$ cat src/rtl/hsvrgb_pkg.sv
// Package for the HSV to RGB converter: widths, hue constants, sector codes
// and the beat structs that travel between pipeline stages. No dependencies.
`default_nettype none

package hsvrgb_pkg;

    localparam int FRAC_BITS = 12;
    localparam int FIELD_W   = FRAC_BITS + 1;
    localparam logic [FIELD_W-1:0] ONE = FIELD_W'(1) << FRAC_BITS;

    localparam int HUE_W = 16;
    localparam int HR_W  = 15;   // reduced hue, below 23040
    localparam int T_W   = 13;   // hue within a sector pair, below 7680
    localparam int K_W   = 12;   // secondary weight, 0..3840

    localparam logic [HUE_W-1:0] HUE_FULL   = 16'd23040;
    localparam logic [HUE_W-1:0] HUE_FULL2  = 16'd46080;
    localparam logic [HR_W-1:0]  HUE_SECTOR = 15'd3840;
    localparam logic [HR_W-1:0]  HUE_PAIR   = 15'd7680;
    localparam logic [HR_W-1:0]  HUE_PAIR2  = 15'd15360;

    // divide by 3840 = 256 * 15: shift, then multiply by ceil(2^19 / 15)
    localparam int PRE_SHIFT   = 8;
    localparam int Q_W         = 16;
    localparam int DIV15_SHIFT = 19;
    localparam logic [Q_W-1:0] DIV15_MUL = 16'd34953;

    localparam int PROD_W = FIELD_W + K_W;

    typedef enum logic [2:0] {
        SEC_RED_YEL = 3'd0,
        SEC_YEL_GRN = 3'd1,
        SEC_GRN_CYN = 3'd2,
        SEC_CYN_BLU = 3'd3,
        SEC_BLU_MAG = 3'd4,
        SEC_MAG_RED = 3'd5
    } t_sector;

    typedef struct packed {
        t_sector              sector;
        logic [K_W-1:0]       k;
        logic [FIELD_W-1:0]   c;
        logic [FIELD_W-1:0]   v;
    } t_front_beat;

    typedef struct packed {
        t_sector              sector;
        logic [FIELD_W-1:0]   c;
        logic [FIELD_W-1:0]   x;
        logic [FIELD_W-1:0]   m;
    } t_scale_beat;

endpackage

`default_nettype wire

$ cat src/rtl/hsvrgb_scale.sv
// Middle two stages: product c*k and m = v - c, then x = c*k / 3840 by a
// shift and a reciprocal multiply. Depends on hsvrgb_pkg.
`default_nettype none

module hsvrgb_scale
    import hsvrgb_pkg::*;
(
    input  wire logic         i_clk,
    input  wire logic         i_rst_n,
    input  wire logic         i_valid,
    output logic              o_ready,
    input  wire t_front_beat  i_beat,
    output logic              o_valid,
    input  wire logic         i_ready,
    output t_scale_beat       o_beat
);

    logic               r_c_valid;
    logic [PROD_W-1:0]  r_c_prod;
    t_sector            r_c_sector;
    logic [FIELD_W-1:0] r_c_c;
    logic [FIELD_W-1:0] r_c_m;
    logic               r_d_valid;
    t_scale_beat        r_d_beat;

    logic               c_en, d_en;
    logic [PROD_W-1:0]  n_c_prod;
    logic [Q_W-1:0]     q;
    logic [2*Q_W-1:0]   qm;
    t_scale_beat        n_d_beat;

    assign d_en    = !r_d_valid || i_ready;
    assign c_en    = !r_c_valid || d_en;
    assign o_ready = c_en;

    assign n_c_prod = PROD_W'(i_beat.c) * PROD_W'(i_beat.k);

    always_comb begin
        q               = r_c_prod[PRE_SHIFT +: Q_W];
        qm              = (2*Q_W)'(q) * (2*Q_W)'(DIV15_MUL);
        n_d_beat.sector = r_c_sector;
        n_d_beat.c      = r_c_c;
        n_d_beat.x      = qm[DIV15_SHIFT +: FIELD_W];
        n_d_beat.m      = r_c_m;
    end

    always_ff @(posedge i_clk) begin
        if (!i_rst_n) begin
            r_c_valid <= 1'b0;
            r_d_valid <= 1'b0;
        end else begin
            if (c_en) begin
                r_c_valid <= i_valid;
            end
            if (d_en) begin
                r_d_valid <= r_c_valid;
            end
        end
    end

    always_ff @(posedge i_clk) begin
        if (c_en && i_valid) begin
            r_c_prod   <= n_c_prod;
            r_c_sector <= i_beat.sector;
            r_c_c      <= i_beat.c;
            r_c_m      <= i_beat.v - i_beat.c;
        end
        if (d_en && r_c_valid) begin
            r_d_beat <= n_d_beat;
        end
    end

    assign o_valid = r_d_valid;
    assign o_beat  = r_d_beat;

endmodule

`default_nettype wire

$ cat config.mk
export PLATFORM = sky130hd
export DESIGN_NAME = hsvrgb_scale
export DESIGN_NICKNAME = d
export VERILOG_FILES = /design/src/rtl/hsvrgb_pkg.sv /design/src/rtl/hsvrgb_scale.sv
export SDC_FILE = /design/constraint.sdc
export NUM_CORES = 1
export LEC_CHECK = 0
export ABC_AREA = 0
export ABC_CLOCK_PERIOD_IN_PS = 8700
export BUFFER_PORTS_ARGS = -buffer_cell sky130_fd_sc_hd__buf_4
export CAP_MARGIN = 25
export CORE_UTILIZATION = 30
export DETAILED_ROUTE_END_ITERATION = 10
export SLEW_MARGIN = 20
export SYNTH_ARGS = -nofsm -noshare
export SYNTH_HDL_FRONTEND = slang
export SYNTH_SLANG_ARGS = --single-unit
$ cat constraint.sdc
create_clock -name i_clk -period 8.7 [get_ports i_clk]
set_clock_uncertainty 0.15 [all_clocks]
set_input_delay 1.305 -clock i_clk [delete_from_list [all_inputs] [get_ports i_clk]]
set_output_delay 1.305 -clock i_clk [all_outputs]
set_load 0.02 [all_outputs]
==> run metrics <==
M1 WL=10.6 mm; Post-Synth XOR/XNOR Area=under 10%; Post-Synthesis Cell Area=approximately 0.010 mm²; core area=0.0336 mm²; Post-CTS Hold Buffers=0; Max H-tree Level=3; Tcrit/Tclk final=slightly above 70%; critical path depth=20; top-area cell type share of the netlist area=between 20% and 30%; Ant. Diodes=0; DR pass1 iterations=4; CP delay by family, top=adder cells; Initial Utilization=between 30 and 40%; row count=67; post-synthesis async set-or-reset flop share=0%; total CTS buffers=9; CP Capture Type=flip-flop; post-synthesis mux area share=0.194%; post-synthesis simple-gate area fraction=11.6%; Fmax=between 150 and 200 MHz; CP startpoint kind=input pin; top cells by count, synth=inv_1, ha_1, fa_1, nand2_1, edfxtp_1; multi-input combinational cell area=approximately 0.0067 mm²; critical path peak fanout=14; CP Cell Sequence=buf_4 > and2_1 > fa_1 > inv_1 > fa_1 > inv_1 > fa_1 > fa_1 > inv_1 > fa_1 > inv_1 > ha_1 > and4_1 > and3_1 > a21oi_1 > o21ai_1 > a221oi_2 > a21oi_1 > a21oi_1 > xnor2_1; number of global-route vias before repair=6854; cell mode on critical path=fa_1; YS warnings=0; initial antenna violation count=0; CP bufs+invs=5; Post-CTS Setup Bufs=0; synthesized-area fraction occupied by adder cells=44.9%; post-layout min period=6.27 ns; drt drc=0; total gr overflow=0; initial drt markers=~280; #FFs+latches synth=just under 90; R2R Path Start=r_c_prod[13]; via count=~6.7k; clk buf depth=2; top sig layer=met4; IO Port Bufs=88; Synth Area in Compound Gates=under 10%; Hold Path End=o_beat[5]; slew margin rel.=just under 60%; max-cap viol count=0; most common cell in the netlist=inv_1; DRT Wirelength=~21 mm; TritonCTS clock tree=yes; layout cells sized above 1=between 10% and 20%; R2R setup slack=around 3.9 ns; largest net degree at the start of global routing=46; placed wire-length estimate=~17 mm; Synth cell types=44; Worst Tran Pin Value=~0.63 ns; clk sinks=roughly 90; synth top area cells=edfxtp_1, fa_1, ha_1, inv_1, nand2_1; number of flops mapped to enable cells by yosys=87; largest family of logic cells by synthesized area=adder cells; post-DR vias/cell=4.38; met3 wire len=just over 800 µm; Clk Latency, worst-skew pair=0.34 ns; Hold Vio Cnt, Final=0; fillers=3386; Met2 Routed Length=about 9.6 mm; Fin Setup TNS=0 ns; die area=around 0.035 mm²; Worst Hold Class=reg2reg; Top Ports=89; Synth area leader=edfxtp_1; Reg clk slew, reported paths=approximately 0.070 ns; outcome=complete, no violations; endpoints failing setup=0; Synth Flop Type=edfxtp_1; post-route antenna net violation count=0; unrepaired setup endpoints after global routing=false; Critical Path RT=slightly below 9 ns; Tot GR Track Use=~12%; worst r2r path cells=16; crit path DAT=just over 6 ns; Hold Crit Depth=0; Area Growth Syn to Fin=14.1%; Die H=~190 µm; Post-Synthesis Cells=~1.0k; Final Max Tran Viols=0; first-pass GRT wire length=~35 mm; post-cts resize count=0; Slowest cell on crit path=fa_1; Seq/Total Area, Yosys=approximately a quarter; CTS root buf=clkbuf_16; Routed WL per cell=approximately 14 µm; Setup CP Type=in2reg; slowest cell delay on critical path=approximately 0.55 ns; FF/Latch Area=around 0.0027 mm²; Avg Cell Area, Syn=roughly 10 µm²; reg-to-reg endpoint=o_beat[20]; Hold Startpoint=r_c_m[5]; routability-driven placement congestion ratio=0.828; Nets=about 1.4k; Die W=approximately 190 µm; Mapped Nets=roughly 1.3k
-- flip-flops by register name, indices dropped and copies added, names as in the netlist --
| signal | count |
|---|---|
| r_c_sector | 3 |
| r_c_m | 13 |
| r_c_c | 13 |
| o_valid | 1 |
| r_c_prod | 16 |
| o_beat | 42 |
| r_c_valid | 1 |
-- per-layer routing --
layer | track usage [%] | vias to the layer above
li1 | - | 3331
met1 | 17.7 | 3259
met2 | 20.2 | 110
met3 | 1.78 | 9
met4 | 2.21 | 0
met5 | 0 | -
-- cells in the final DEF, fill, tap and decap left out, drive strengths merged --
cell     netlist  layout
nor2b          8       8
nand3          7       7
clkbuf        25       9
nand4bb        1       1
a221oi         1       1
nor3          10      10
a2111o         2       2
o21ai         17      17
dfxtp          2       2
buf            0      89
a21oi         21      21
and2          48      48
ha           165     165
a211o          2       2
edfxtp        87      87
o311ai         2       2
nor2          27      27
fa           128     128
o211ai         2       2
nand2b         5       5
o21a           8       8
nand4          5       5
and3           8       8
clkinv         0       3
a2111oi        2       2
or2            1       1
a21o           7       7
inv          229     233
nand2        128     128
or4            1       1
a31oi          3       3
mux2i          2       2
or3            2       2
a21boi         4       4
a211oi         3       3
xnor2         21      21
o21bai         4       4
xor2          14      14
and4           2       2
-- through the flow --
step / setup WS [ns] / cell area (µm²) / hold slack (ns) / std cells / util [%]
after global placement: 2.12 / 11400 / 0.251 / 1516 / 34.0
after global routing: 2.20 / 11800 / 0.280 / 1532 / 35.0
after floorplan: 2.35 / 10300 / 0.250 / 1004 / -
after CTS: 2.43 / 11800 / 0.271 / 1532 / 35.0
after detailed placement: 2.04 / 11400 / 0.255 / 1516 / 34.0
final: 2.43 / 11800 / 0.270 / 1532 / 35.0
-- layout make-up --
| type | count | area share (%) |
|---|---|---|
| Tap cell | 448 | 4.77 |
| Timing Repair Buffer | 89 | 5.69 |
| Sequential cell | 89 | 22.6 |
| Clock inverter | 7 | 0.692 |
| Multi-Input combinational cell | 661 | 57.0 |
| Inverter | 229 | 7.31 |
| Clock buffer | 9 | 1.92 |
-- kinds of logic after synthesis --
logic type | after synthesis
AOI/OAI and AO/OA | 78
buffers and inverters | 254
DFF | 89
and+or+nand+nor | 253
adders and majority gates | 293
xor gates and xnor gates | 35
muxes | 2
-- worst reg2reg max path, delay by kind of cell, from the launching register on --
| family | cells | cell delay (ns) |
|---|---|---|
| adders and majority gates | 6 | 2.24 |
| AOI/OAI and AO/OA | 6 | 1.29 |
| DFF | 1 | 0.45 |
| and+or+nand+nor | 1 | 0.19 |
| buffers and inverters | 2 | 0.15 |
| muxes | 1 | 0.09 |
-- worst max-delay path by stage --
stage	startpoint	end
floorplan	i_beat[32]	r_c_prod[23]
global placement	i_beat[18]	r_c_prod[23]
detailed placement	i_beat[18]	r_c_prod[23]
CTS	i_beat[18]	r_c_prod[23]
global route	i_beat[18]	r_c_prod[23]
finish	i_beat[18]	r_c_prod[23]
Power is not shown: default switching activity piles up to over one toggle a cycle in this logic, so the estimate is an artifact.
